File: config.mk
export PLATFORM = sky130hd
export DESIGN_NAME = mag_minmax_iron_calibration_top
export DESIGN_NICKNAME = d
export VERILOG_FILES = /design/src/rtl/mmic_pkg.sv /design/src/rtl/mmic_ctrl.sv /design/src/rtl/mmic_datapath.sv /design/src/rtl/mag_minmax_iron_calibration_top.sv
export SDC_FILE = /design/constraint.sdc
export NUM_CORES = 1
export LEC_CHECK = 0
export CORE_ASPECT_RATIO = 0.5
export CORE_MARGIN = 4
export CORE_UTILIZATION = 60
export CTS_CLUSTER_DIAMETER = 40
export CTS_CLUSTER_SIZE = 10
export DETAILED_ROUTE_END_ITERATION = 7
export DONT_BUFFER_PORTS = 1
export PLACE_DENSITY = 0.83
export SYNTH_ARGS = -nofsm -noshare
export SYNTH_HDL_FRONTEND = slang
export SYNTH_SLANG_ARGS = --single-unit
File: constraint.sdc
create_clock -name clk -period 15.8 [get_ports clk]
set_clock_uncertainty 0.05 [all_clocks]
set_input_delay 3.16 -clock clk [delete_from_list [all_inputs] [get_ports clk]]
set_output_delay 3.16 -clock clk [all_outputs]
set_load 0.005 [all_outputs]
File: src/rtl/mmic_pkg.sv
`timescale 1ns / 1ps
// Shared types and constants for the magnetometer min/max calibration block.
// No dependencies; imported by the controller, the datapath and the top level.
package mmic_pkg;

    // Run counter and register widths
    localparam int COUNT_W = 16;
    localparam logic [COUNT_W-1:0] SAMPLE_COUNT_RST = 16'd1000;

    // Configuration address map (byte addresses)
    localparam int ADDR_W = 2;
    localparam logic [ADDR_W-1:0] ADDR_SAMPLE_COUNT = 2'd0;

    // Scale format: unsigned Q4.12; numerator carries one extra bit for rounding
    localparam int SCALE_W   = 16;
    localparam int NUM_SHIFT = 13;
    localparam int STEP_CNT_W = 4;
    localparam logic [STEP_CNT_W-1:0] LAST_STEP = 4'd15;

    // Axis codes
    localparam int NUM_AXES = 3;
    localparam logic [1:0] AXIS_X = 2'd0;
    localparam logic [1:0] AXIS_Y = 2'd1;
    localparam logic [1:0] AXIS_Z = 2'd2;

    // Controller to datapath commands
    typedef struct packed {
        logic       capture;   // take one sample beat
        logic       div_load;  // set up the division for the selected axis
        logic       div_step;  // one restoring division step
        logic       div_store; // write back the selected axis scale
        logic [1:0] axis;
    } mmic_cmd_t;

    // Datapath to controller status
    typedef struct packed {
        logic run_end; // the sample being captured closes the run
    } mmic_status_t;

endpackage

File: src/rtl/mmic_ctrl.sv
`timescale 1ns / 1ps
// Sequencer for the calibration block: sample capture, three divisions, result.
// Depends on mmic_pkg for the command and status structs.
module mmic_ctrl
    import mmic_pkg::*;
(
    input  logic         clk,
    input  logic         rst_n,
    input  logic         start,
    input  mmic_status_t status,
    output mmic_cmd_t    cmd,
    output logic         busy,
    output logic         done
);

    typedef enum logic [2:0] {
        ST_IDLE,
        ST_LOAD,
        ST_STEP,
        ST_STORE,
        ST_EMIT
    } state_t;

    state_t                  state_reg;
    logic [STEP_CNT_W-1:0]   step_reg;
    logic [1:0]              axis_reg;

    // Hold state, step count and axis
    always_ff @(posedge clk or negedge rst_n)
    begin
        if (!rst_n)
        begin
            state_reg <= ST_IDLE;
            step_reg  <= '0;
            axis_reg  <= AXIS_X;
        end
        else
        begin
            unique case (state_reg)
                ST_IDLE:
                begin
                    if (start && status.run_end)
                    begin
                        state_reg <= ST_LOAD;
                        axis_reg  <= AXIS_X;
                    end
                end
                ST_LOAD:
                begin
                    state_reg <= ST_STEP;
                    step_reg  <= '0;
                end
                ST_STEP:
                begin
                    step_reg <= step_reg + 1'b1;
                    if (step_reg == LAST_STEP)
                    begin
                        state_reg <= ST_STORE;
                    end
                end
                ST_STORE:
                begin
                    if (axis_reg == AXIS_Z)
                    begin
                        state_reg <= ST_EMIT;
                    end
                    else
                    begin
                        axis_reg  <= axis_reg + 1'b1;
                        state_reg <= ST_LOAD;
                    end
                end
                ST_EMIT:
                begin
                    state_reg <= ST_IDLE;
                end
                default:
                begin
                    state_reg <= ST_IDLE;
                end
            endcase
        end
    end

    // Decode commands from the current state
    always_comb
    begin
        cmd.capture   = start && (state_reg == ST_IDLE);
        cmd.div_load  = (state_reg == ST_LOAD);
        cmd.div_step  = (state_reg == ST_STEP);
        cmd.div_store = (state_reg == ST_STORE);
        cmd.axis      = axis_reg;
    end

    assign busy = (state_reg != ST_IDLE);
    assign done = (state_reg == ST_EMIT);

    // A calculation only starts from a sample beat that closes the run
    a_busy_from_run_end: assert property (@(posedge clk) disable iff (!rst_n)
        $rose(busy) |-> ($past(start) && $past(status.run_end)))
        else $error("busy rose without a run-closing sample beat");

    // The result strobe lasts one cycle and frees the block
    a_done_single: assert property (@(posedge clk) disable iff (!rst_n)
        done |=> (!done && !busy))
        else $error("result strobe not followed by idle");

    // Divisions only address real axes
    a_axis_range: assert property (@(posedge clk) disable iff (!rst_n)
        (cmd.div_load || cmd.div_store) |->
            (axis_reg == AXIS_X || axis_reg == AXIS_Y || axis_reg == AXIS_Z))
        else $error("division on an invalid axis");

    // Every store is preceded by a full set of division steps
    a_store_after_steps: assert property (@(posedge clk) disable iff (!rst_n)
        cmd.div_store |-> ($past(cmd.div_step) && ($past(step_reg) == LAST_STEP)))
        else $error("scale stored before the division finished");

endmodule

File: src/rtl/mmic_datapath.sv
`timescale 1ns / 1ps
// Datapath: per-axis min/max tracking, run counter, bias adders and a shared
// restoring divider for the soft-iron scales. Depends on mmic_pkg.
module mmic_datapath
    import mmic_pkg::*;
#(
    parameter int SAMPLE_WIDTH = 16
)
(
    input  logic                            clk,
    input  logic                            rst_n,
    input  mmic_cmd_t                       cmd,
    input  logic signed [SAMPLE_WIDTH-1:0]  mag_x,
    input  logic signed [SAMPLE_WIDTH-1:0]  mag_y,
    input  logic signed [SAMPLE_WIDTH-1:0]  mag_z,
    input  logic [COUNT_W-1:0]              sample_count,
    output mmic_status_t                    status,
    output logic signed [SAMPLE_WIDTH:0]    bias_x_half,
    output logic signed [SAMPLE_WIDTH:0]    bias_y_half,
    output logic signed [SAMPLE_WIDTH:0]    bias_z_half,
    output logic [SCALE_W-1:0]              scale_x,
    output logic [SCALE_W-1:0]              scale_y,
    output logic [SCALE_W-1:0]              scale_z,
    output logic                            degenerate
);

    localparam int SW   = SAMPLE_WIDTH;
    localparam int SUMW = SW + 2;            // sum of three ranges
    localparam int NW   = SW + 15;           // 8192*sum + 3*r
    localparam int DW   = SW + 3;            // 6*r
    localparam int CW   = DW + SCALE_W;      // saturation compare width
    localparam int PW   = DW + 1;            // partial remainder

    logic signed [SW-1:0]  samp     [NUM_AXES];
    logic signed [SW-1:0]  min_reg  [NUM_AXES];
    logic signed [SW-1:0]  max_reg  [NUM_AXES];
    logic signed [SW-1:0]  min_next [NUM_AXES];
    logic signed [SW-1:0]  max_next [NUM_AXES];
    logic [SW-1:0]         range_w  [NUM_AXES];
    logic signed [SW:0]    diff_w   [NUM_AXES];
    logic [COUNT_W-1:0]    seen_reg;
    logic [COUNT_W-1:0]    seen_next;
    logic [COUNT_W-1:0]    count_inc;
    logic                  run_end;

    logic [SUMW-1:0]       sum_w;
    logic [SW-1:0]         r_sel;
    logic [NW-1:0]         num_w;
    logic [DW-1:0]         den_w;
    logic                  sat_w;

    logic [PW-1:0]         p_reg;
    logic [PW-1:0]         p_next;
    logic [SCALE_W-1:0]    qn_reg;
    logic [SCALE_W-1:0]    qn_next;
    logic [DW-1:0]         den_reg;
    logic                  sat_reg;
    logic [PW-1:0]         trial_w;
    logic                  ge_w;

    logic [SCALE_W-1:0]    scale_reg [NUM_AXES];
    logic                  degen_reg;

    assign samp[0] = mag_x;
    assign samp[1] = mag_y;
    assign samp[2] = mag_z;

    // Close the run when the incremented count reaches the register, or wraps
    assign count_inc = seen_reg + 1'b1;
    assign run_end   = !((count_inc < sample_count) && (count_inc != '0));
    assign status.run_end = run_end;

    // Track min and max; the first sample of a run loads both
    always_comb
    begin
        for (int i = 0; i < NUM_AXES; i++)
        begin
            min_next[i] = min_reg[i];
            max_next[i] = max_reg[i];
            if (cmd.capture)
            begin
                if (seen_reg == '0)
                begin
                    min_next[i] = samp[i];
                    max_next[i] = samp[i];
                end
                else
                begin
                    if (samp[i] < min_reg[i])
                    begin
                        min_next[i] = samp[i];
                    end
                    if (samp[i] > max_reg[i])
                    begin
                        max_next[i] = samp[i];
                    end
                end
            end
        end
    end

    // Advance the run counter; drop back to zero when the run closes
    always_comb
    begin
        seen_next = seen_reg;
        if (cmd.capture)
        begin
            seen_next = run_end ? '0 : count_inc;
        end
    end

    always_ff @(posedge clk or negedge rst_n)
    begin
        if (!rst_n)
        begin
            seen_reg <= '0;
        end
        else
        begin
            seen_reg <= seen_next;
        end
    end

    always_ff @(posedge clk)
    begin
        for (int i = 0; i < NUM_AXES; i++)
        begin
            min_reg[i] <= min_next[i];
            max_reg[i] <= max_next[i];
        end
    end

    // Ranges and their sum
    always_comb
    begin
        for (int i = 0; i < NUM_AXES; i++)
        begin
            diff_w[i]  = {max_reg[i][SW-1], max_reg[i]} - {min_reg[i][SW-1], min_reg[i]};
            range_w[i] = diff_w[i][SW-1:0];
        end
        sum_w = {2'b00, range_w[0]} + {2'b00, range_w[1]} + {2'b00, range_w[2]};
    end

    // Select the axis being divided
    always_comb
    begin
        case (cmd.axis)
            AXIS_X:  r_sel = range_w[0];
            AXIS_Y:  r_sel = range_w[1];
            AXIS_Z:  r_sel = range_w[2];
            default: r_sel = range_w[0];
        endcase
    end

    // Rounded quotient operands: (8192*sum + 3*r) / (6*r)
    always_comb
    begin
        num_w = {sum_w, {NUM_SHIFT{1'b0}}}
              + {{(NW-SW-1){1'b0}}, r_sel, 1'b0}
              + {{(NW-SW){1'b0}}, r_sel};
        den_w = {1'b0, r_sel, 2'b00} + {2'b00, r_sel, 1'b0};
        // Zero range or a quotient beyond the scale width saturates
        sat_w = ({{(CW-NW){1'b0}}, num_w} >= {den_w, {SCALE_W{1'b0}}});
    end

    // One restoring division step: shift in a numerator bit, subtract if it fits
    always_comb
    begin
        trial_w = {p_reg[DW-1:0], qn_reg[SCALE_W-1]};
        ge_w    = (trial_w >= {1'b0, den_reg});
        p_next  = p_reg;
        qn_next = qn_reg;
        if (cmd.div_load)
        begin
            p_next  = {{(PW-(NW-SCALE_W)){1'b0}}, num_w[NW-1:SCALE_W]};
            qn_next = num_w[SCALE_W-1:0];
        end
        else if (cmd.div_step)
        begin
            p_next  = ge_w ? (trial_w - {1'b0, den_reg}) : trial_w;
            qn_next = {qn_reg[SCALE_W-2:0], ge_w};
        end
    end

    always_ff @(posedge clk)
    begin
        p_reg  <= p_next;
        qn_reg <= qn_next;
        if (cmd.div_load)
        begin
            den_reg <= den_w;
            sat_reg <= sat_w;
        end
    end

    // Write back scales; clear the flag when a run closes, set it on a saturated store
    always_ff @(posedge clk or negedge rst_n)
    begin
        if (!rst_n)
        begin
            degen_reg <= 1'b0;
        end
        else if (cmd.capture && run_end)
        begin
            degen_reg <= 1'b0;
        end
        else if (cmd.div_store && sat_reg)
        begin
            degen_reg <= 1'b1;
        end
    end

    always_ff @(posedge clk)
    begin
        if (cmd.div_store)
        begin
            case (cmd.axis)
                AXIS_X:  scale_reg[0] <= sat_reg ? '1 : qn_reg;
                AXIS_Y:  scale_reg[1] <= sat_reg ? '1 : qn_reg;
                AXIS_Z:  scale_reg[2] <= sat_reg ? '1 : qn_reg;
                default: scale_reg[0] <= scale_reg[0];
            endcase
        end
    end

    // Result fields
    assign bias_x_half = {max_reg[0][SW-1], max_reg[0]} + {min_reg[0][SW-1], min_reg[0]};
    assign bias_y_half = {max_reg[1][SW-1], max_reg[1]} + {min_reg[1][SW-1], min_reg[1]};
    assign bias_z_half = {max_reg[2][SW-1], max_reg[2]} + {min_reg[2][SW-1], min_reg[2]};
    assign scale_x     = scale_reg[0];
    assign scale_y     = scale_reg[1];
    assign scale_z     = scale_reg[2];
    assign degenerate  = degen_reg;

    // A run-closing beat leaves the counter at zero
    a_seen_cleared: assert property (@(posedge clk) disable iff (!rst_n)
        (cmd.capture && run_end) |=> (seen_reg == '0))
        else $error("run counter not cleared at end of run");

    // The divider's partial remainder stays below the divisor between steps
    a_rem_bound: assert property (@(posedge clk) disable iff (!rst_n)
        ($past(cmd.div_step) && !sat_reg) |-> (p_reg < {1'b0, den_reg}))
        else $error("partial remainder out of range");

    // Only the division path writes the flag high
    a_degen_source: assert property (@(posedge clk) disable iff (!rst_n)
        $rose(degen_reg) |-> ($past(cmd.div_store) && $past(sat_reg)))
        else $error("degenerate set outside a saturated store");

endmodule

File: src/rtl/mag_minmax_iron_calibration_top.sv
`timescale 1ns / 1ps
// Top level of the magnetometer min/max hard/soft-iron calibration block.
// Holds the configuration register; depends on mmic_pkg, mmic_ctrl, mmic_datapath.
//
//  channel   handshake                          payload
//  --------  ---------------------------------  ----------------------------------
//  sample    start & !busy                      mag_x, mag_y, mag_z
//  result    done (one cycle, no back-pressure) bias_*_half, scale_*, degenerate
//  config    psel & penable & pwrite & pready   paddr, pwdata (prdata on reads)
//
// A sample beat that does not close the run leaves busy low.
// The beat that closes the run starts three 16-step restoring divisions on one
// shared divider: per axis load, steps and store, then the result; busy stays high.
// The result strobe done lasts one cycle; the receiver cannot stall it.
// Reset is asynchronous, active low; sample_count resets to 1000.
module mag_minmax_iron_calibration_top
    import mmic_pkg::*;
#(
    parameter int SAMPLE_WIDTH = 16
)
(
    input  logic                            clk,
    input  logic                            rst_n,
    // Sample channel
    input  logic                            start,
    output logic                            busy,
    input  logic signed [SAMPLE_WIDTH-1:0]  mag_x,
    input  logic signed [SAMPLE_WIDTH-1:0]  mag_y,
    input  logic signed [SAMPLE_WIDTH-1:0]  mag_z,
    // Result channel
    output logic                            done,
    output logic signed [SAMPLE_WIDTH:0]    bias_x_half,
    output logic signed [SAMPLE_WIDTH:0]    bias_y_half,
    output logic signed [SAMPLE_WIDTH:0]    bias_z_half,
    output logic [SCALE_W-1:0]              scale_x,
    output logic [SCALE_W-1:0]              scale_y,
    output logic [SCALE_W-1:0]              scale_z,
    output logic                            degenerate,
    // Configuration port
    input  logic                            psel,
    input  logic                            penable,
    input  logic                            pwrite,
    input  logic [ADDR_W-1:0]               paddr,
    input  logic [31:0]                     pwdata,
    output logic [31:0]                     prdata,
    output logic                            pready
);

    logic [COUNT_W-1:0] sample_count_reg;
    logic [COUNT_W-1:0] sample_count_next;
    logic               cfg_wr;
    mmic_cmd_t          cmd;
    mmic_status_t       status;

    // Configuration register write and readback
    assign pready = 1'b1;
    assign cfg_wr = psel && penable && pwrite && pready;

    always_comb
    begin
        sample_count_next = sample_count_reg;
        if (cfg_wr && (paddr == ADDR_SAMPLE_COUNT))
        begin
            sample_count_next = pwdata[COUNT_W-1:0];
        end
    end

    always_ff @(posedge clk or negedge rst_n)
    begin
        if (!rst_n)
        begin
            sample_count_reg <= SAMPLE_COUNT_RST;
        end
        else
        begin
            sample_count_reg <= sample_count_next;
        end
    end

    always_comb
    begin
        prdata = '0;
        if (paddr == ADDR_SAMPLE_COUNT)
        begin
            prdata = {{(32-COUNT_W){1'b0}}, sample_count_reg};
        end
    end

    mmic_ctrl u_ctrl (
        .clk    (clk),
        .rst_n  (rst_n),
        .start  (start),
        .status (status),
        .cmd    (cmd),
        .busy   (busy),
        .done   (done)
    );

    mmic_datapath #(
        .SAMPLE_WIDTH (SAMPLE_WIDTH)
    ) u_datapath (
        .clk          (clk),
        .rst_n        (rst_n),
        .cmd          (cmd),
        .mag_x        (mag_x),
        .mag_y        (mag_y),
        .mag_z        (mag_z),
        .sample_count (sample_count_reg),
        .status       (status),
        .bias_x_half  (bias_x_half),
        .bias_y_half  (bias_y_half),
        .bias_z_half  (bias_z_half),
        .scale_x      (scale_x),
        .scale_y      (scale_y),
        .scale_z      (scale_z),
        .degenerate   (degenerate)
    );

endmodule
==> results of run 1 <==
## worst max-delay path, delay by kind of cell, from the launching register on
kind / cells / cell delay (ns)
compound gates: 9 / 2.29
xor+xnor: 3 / 0.60
fa+ha+maj: 4 / 1.30
buf+inv: 1 / 0.19
flops: 1 / 0.40
mux: 1 / 0.16
simple gates: 16 / 3.02
## cell families (layout without fill, tap and decap cells)
kind of cell,after synthesis,in the layout,share of synthesized area (%)
other,2,17,0.03611
AND/OR/NAND/NOR,525,525,12.83
AO/OA/AOI/OAI,583,583,18.72
multiplexers,19,19,0.9504
flip-flops,240,240,33.48
buffers and inverters,320,304,6.142
XOR/XNOR,167,167,7.069
adder cells (fa/ha/maj),331,331,20.78
## layout by cell type, fill, tap and decap left out, types with 40 or more instances in the layout
cell	count
xnor2_1	126
a21oi_1	133
ha_1	307
edfxtp_1	194
a21o_1	69
nand2_1	119
xor2_1	40
o21ai_0	104
nor2_1	123
inv_1	241
nor3_1	48
## how the worst min path moves through the flow
stage / startpoint / to / cells past startpoint
after global placement: u_datapath.p_reg[18] / u_datapath.p_reg[18] / 2
after floorplan: u_datapath.p_reg[18] / u_datapath.p_reg[18] / 2
after detailed placement: u_datapath.p_reg[18] / u_datapath.p_reg[18] / 2
final: u_datapath.p_reg[18] / u_datapath.p_reg[18] / 2
after CTS: u_datapath.p_reg[18] / u_datapath.p_reg[18] / 2
after global routing: u_datapath.p_reg[18] / u_datapath.p_reg[18] / 2
## layout make-up
class                      instances  area (µm²)  share of cell area (%)
inverter                         243       912.1                   4.114
timing repair buffer              10       75.07                  0.3386
clock inverter                    11       92.59                  0.4176
sequential                       240        6964                   31.41
multi-input combinational       1642       12620                   56.93
clock buffer                      40       924.6                   4.170
tap                              465       581.8                   2.624
## per-stage QoR
| step | hold slack [ns] | cells | area (µm²) | util, % |
|---|---|---|---|---|
| 4_1_cts | 0.4294 | 2651 | 22170 | 65.92 |
| 5_1_grt | 0.4487 | 2651 | 22170 | 65.92 |
| 2_1_floorplan | 0.3852 | 2202 | 20860 | - |
| 3_3_place_gp | 0.4069 | 2600 | 21160 | 62.90 |
| 6_report | 0.4342 | 2651 | 22170 | 65.92 |
| 3_5_place_dp | 0.4055 | 2600 | 21160 | 62.90 |
## layer usage
metal	routed length, µm	share of wire [%]	up-vias
met4	1696	3.4	0
met2	22990	46	548
li1	-	-	7808
met3	3638	7.3	108
met5	0	0	-
met1	21620	43	7560
==> results by group, run 1 <==
Yosys
  • Synthesis Warnings: 0
  • Post-synthesis sequential area ratio: 33.48%
  • Syn_area_per_cell: 9.510 µm²
  • Yosys top cell by area: edfxtp_1
  • Commonest cells in the netlist: ha_1 (307), inv_1 (241), edfxtp_1 (194)
  • Area share of the leading cell type in the synthesized netlist: 28.01%
  • Seq cells post-synth: 240
  • Synth area leaders: edfxtp_1 (28%), ha_1 (18%), xnor2_1 (5.3%)
  • Top_reg_cell synth: edfxtp_1
  • Top-count cell post-synth: ha_1
  • Synth unique cells: 87
  • Synth async-reset ratio: 17.50%
  • Post-synth EDFFs: 194
  • Mapped Cells: 2187
  • Cell Area, Synth: 20800 µm²

Floorplan
  • Core Area: 33640 µm²
  • Starting Density: 61.83%
  • Row count: 47
  • Die ar.: 37890 µm²
  • Chip height: 139.7 µm
  • Die W: 271.3 µm
  • Io pins: 223

Clock network
  • Setup bufs post-CTS: 0
  • CTS Buf Count: 34
  • Clock Tree Buf Depth: 3
  • CTS HTree Levels: 2
  • CTS Hold Bufs: 0
  • CTS sink count: 240
  • Post-CTS resize count: 0
  • CTS tree: yes
  • Worst-Skew Late Latency: 0.52 ns
  • Worst-path clk slew: 0.06 ns
  • CTS root buffer: clkbuf_16

Route
  • Drt pass-1 iters: 8
  • Antenna-violating nets left: 0
  • DR DRC count: 0
  • WL/cell: 18.84 µm
  • Final wirelength: 49940 µm
  • Vias post-DR: 16.02k
  • Starting DRT DRC Count: 1401
  • Vias per cell: 6.045

Run
  • MaxCap Viol Count: 0

Critical path
  • Critical Path Start: u_datapath.min_reg[0][1]
  • Capture point of the critical path: u_datapath.sat_reg
  • CP Data Required Time: 16.12 ns
  • CP max FO: 6
  • Crit path capture type: flip-flop
  • WP data arrival: 8.49 ns
  • Critical Path Most Common Cell: ha_1
  • R2R depth: 34
  • FF-to-FF End: u_datapath.sat_reg
  • R2R Path Start: u_datapath.min_reg[0][1]
  • Slowest Stage Delay on Critical Path: 0.62 ns
  • R2r setup slk: 7.63 ns
  • Slowest cell on crit path: a2111oi_0
  • Setup CP Type: reg -> reg
  • Startpoint types: flip-flop

STA
  • Fin worst setup slack: 7.626 ns
  • Tightest Pin Transition: 1.245 ns
  • RSZ-0062 raised after global routing: no
  • TNS Setup: 0 ns
  • Max-slew violation count: 0
  • FMAX: 122.3 MHz
  • Min Clock Period, post-route: 8.174 ns
  • # setup viols final: 0
  • Hold Fails Final Rpt: 0
  • Final period util: 51.73%
  • Slew Limit Headroom: 16.91%

Final layout
  • FILL cells: 2580
  • Final #Nets: 2590
  • Diodes inserted: 0
  • Share of cells above drive strength 1: 5.672%
  • Synth-to-Final Area Change: 6.611%

Place
  • Place WS: 7.840 ns
  • Buffers on Ports: 0
  • GPL Wtd Cong: 0.9176
  • Post-DP HPWL: 39100 µm

Global route
  • First-pass GRT wire length: 79320 µm
  • Global routing met3 resource utilization: 5.470%
  • Met2 Track Usage GR: 42.86%
  • Remaining global-route overflow: 0
  • Vias in the first global route: 15.36k
  • Largest net degree at the start of global routing: 44
  • Busiest grt layer: met2
  • Initial antenna violation count: 0
  • Grt met1 use: 33.37%
  • GRT Util Overall: 25.62%

Run status
  • Status: completed

Min path
  • Hold Crit Class: reg -> reg
Power of run 1 is not shown: default switching activity piles up to over one toggle a cycle in this logic, so the estimate is an artifact.
==> run 2, diff against run 1 <==
Settings changed: PLACE_DENSITY 0.83 to 0.86.
Clock period 15.8 ns to 7.3 ns, I/O delays scaled along.
==> run 2 against run 1 <==
Effect of this change: die area did not move; via count increased by 6.2%; count of clock-buffer cells in the layout up 1; critical path depth is 1 lower; first-iteration DRC count decreased by 3.7%; largest cell class unchanged; register-to-register slack worse by 7.5 ns.
==> results by group, run 2 (same netlist as run 1, synthesis figures left out) <==
STA
  • # setup viols final: 0 (unchanged)
  • RSZ-0062 raised after global routing: yes
  • Max-slew violation count: 0 (unchanged)
  • Slew Limit Headroom: 18.03% (+1.1 points)
  • Min Clock Period, post-route: 7.198 ns (-0.9761 ns)
  • Tightest Pin Transition: 1.228 ns (-0.01678 ns)
  • FMAX: 138.9 MHz (+14%)
  • Hold Fails Final Rpt: 0 (unchanged)
  • WHS: 0.4257 ns (-0.008507 ns)
  • Final period util: 98.60% (+47 points)

Critical path
  • Setup CP Type: reg -> reg
  • WP data arrival: 7.53 ns (-0.96 ns)
  • Startpoint types: flip-flop
  • CP max FO: 4 (-2)
  • Crit path capture type: flip-flop
  • CP Data Required Time: 7.63 ns (-8.49 ns)
  • Slowest cell on crit path: fa_2
  • Slowest Stage Delay on Critical Path: 0.60 ns (-0.02 ns)
  • Critical Path Most Common Cell: nand4_1

Place
  • Buffers on Ports: 0 (unchanged)
  • Post-DP HPWL: 40220 µm (+2.9%)
  • GPL Wtd Cong: 0.9447 (+3.0%)

Clock network
  • Clock Tree Buf Depth: 3 (unchanged)
  • CTS tree: yes
  • CTS Buf Count: 35 (+2.9%)
  • Worst-path clk slew: 0.06 ns (about the same)
  • CTS root buffer: clkbuf_16
  • CTS sink count: 240 (unchanged)
  • CTS HTree Levels: 2 (unchanged)
  • CTS Hold Bufs: 0 (unchanged)
  • Worst-Skew Late Latency: 0.53 ns (about the same)

Global route
  • First-pass GRT wire length: 83990 µm (+5.9%)
  • Initial antenna violation count: 0 (unchanged)
  • GRT Util Overall: 27.01% (+1.4 points)
  • Remaining global-route overflow: 0 (unchanged)
  • Vias in the first global route: 16.34k (+6.4%)
  • Largest net degree at the start of global routing: 44 (unchanged)

Final layout
  • Most frequent cells in the layout: ha_1 (293), inv_1 (236), edfxtp_1 (194)
  • Commonest non-fill, non-tap cell in the layout: ha_1
  • Share of cells above drive strength 1: 13.48% (+7.8 points)
  • Footprint of the multi-input gates: 13130 µm² (+4.0%)
  • FILL cells: 2283 (-12%)
  • Synth-to-Final Area Change: 12.99%
  • Final #Nets: 2685 (+3.7%)
  • Diodes inserted: 0 (unchanged)
  • Sequential cell area: 6964 µm² (unchanged)

Route
  • Vias post-DR: 17.01k (+6.2%)
  • DR DRC count: 0 (unchanged)
  • Final wirelength: 54260 µm (+8.7%)
  • Antenna-violating nets left: 0 (unchanged)
  • WL/cell: 19.73 µm (+4.7%)
  • Drt pass-1 iters: 6 (-2)
  • Vias per cell: 6.186 (+2.3%)
  • Starting DRT DRC Count: 1349 (-3.7%)

Run status
  • Status: completed

Floorplan
  • Starting Density: 61.83% (unchanged)
  • Io pins: 223 (unchanged)
  • Chip height: 139.7 µm (unchanged)
  • Core Area: 33640 µm² (unchanged)
  • Row count: 47 (unchanged)
  • Die ar.: 37890 µm² (unchanged)
  • Die W: 271.3 µm (unchanged)

Run
  • MaxCap Viol Count: 0 (unchanged)

Min path
  • Hold Crit Class: reg -> reg
## run 2: worst paths after layout
check	startpoint	endpoint	slack, ns	depth (start not counted)
max	u_datapath.min_reg[0][17]	u_datapath.sat_reg	0.10	33
min	u_datapath.p_reg[18]	u_datapath.p_reg[18]	0.43	2
max reg2reg	u_datapath.min_reg[0][17]	u_datapath.sat_reg	0.10	33
min reg2reg	u_datapath.p_reg[18]	u_datapath.p_reg[18]	0.43	2
max in group asynchronous	rst_n	sample_count_reg[7]	6.44	0
min in group asynchronous	rst_n	u_ctrl.state_reg[2]	0.58	0
## run 2: metrics by stage
step	cells	worst slack, ns	utilization [%]	setup TNS [ns]	area, µm²
5_1_grt	2750	-0.2311	69.87	-0.2311	23500
6_report	2750	0.1021	69.87	0	23500
2_1_floorplan	2202	0.5428	-	0	20860
3_3_place_gp	2668	-0.01944	64.41	-0.01944	21670
3_5_place_dp	2668	-0.2017	64.41	-0.2017	21670
4_1_cts	2724	0.004866	67.95	0	22860
## run 2: what timing repair did
item / CTS / global route
setup buffers: 0 / 26
pin swaps: 0 / 53
endpoints found under the setup margin: 1 / 1
gates resized for setup: 12 / 93
## run 2: final cells by class
type / instances / area share [%]
clock inverter: 15 / 0.8785
sequential: 240 / 29.63
timing repair buffer: 104 / 3.322
inverter: 243 / 3.881
clock buffer: 41 / 3.956
multi-input combinational: 1642 / 55.85
tap: 465 / 2.476
## run 2: critical path: cells and delay by family, from the launching register on
family          cells  cell delay (ns)
buf+inv             3             0.41
fa+ha+maj           4             1.16
simple gates       11             1.83
xor+xnor            2             0.48
compound gates     12             2.55
mux                 1             0.15
flops               1             0.41
## run 2: metal layers
| layer | track usage, % | vias to the layer above | wire length (µm) |
|---|---|---|---|
| met5 | 0 | - | 0 |
| li1 | - | 8015 | - |
| met2 | 46.25 | 693 | 26030 |
| met4 | 9.483 | 0 | 2165 |
| met1 | 34.48 | 8142 | 22030 |
| met3 | 5.212 | 162 | 4039 |
Power of run 2 is left out for the same reason.
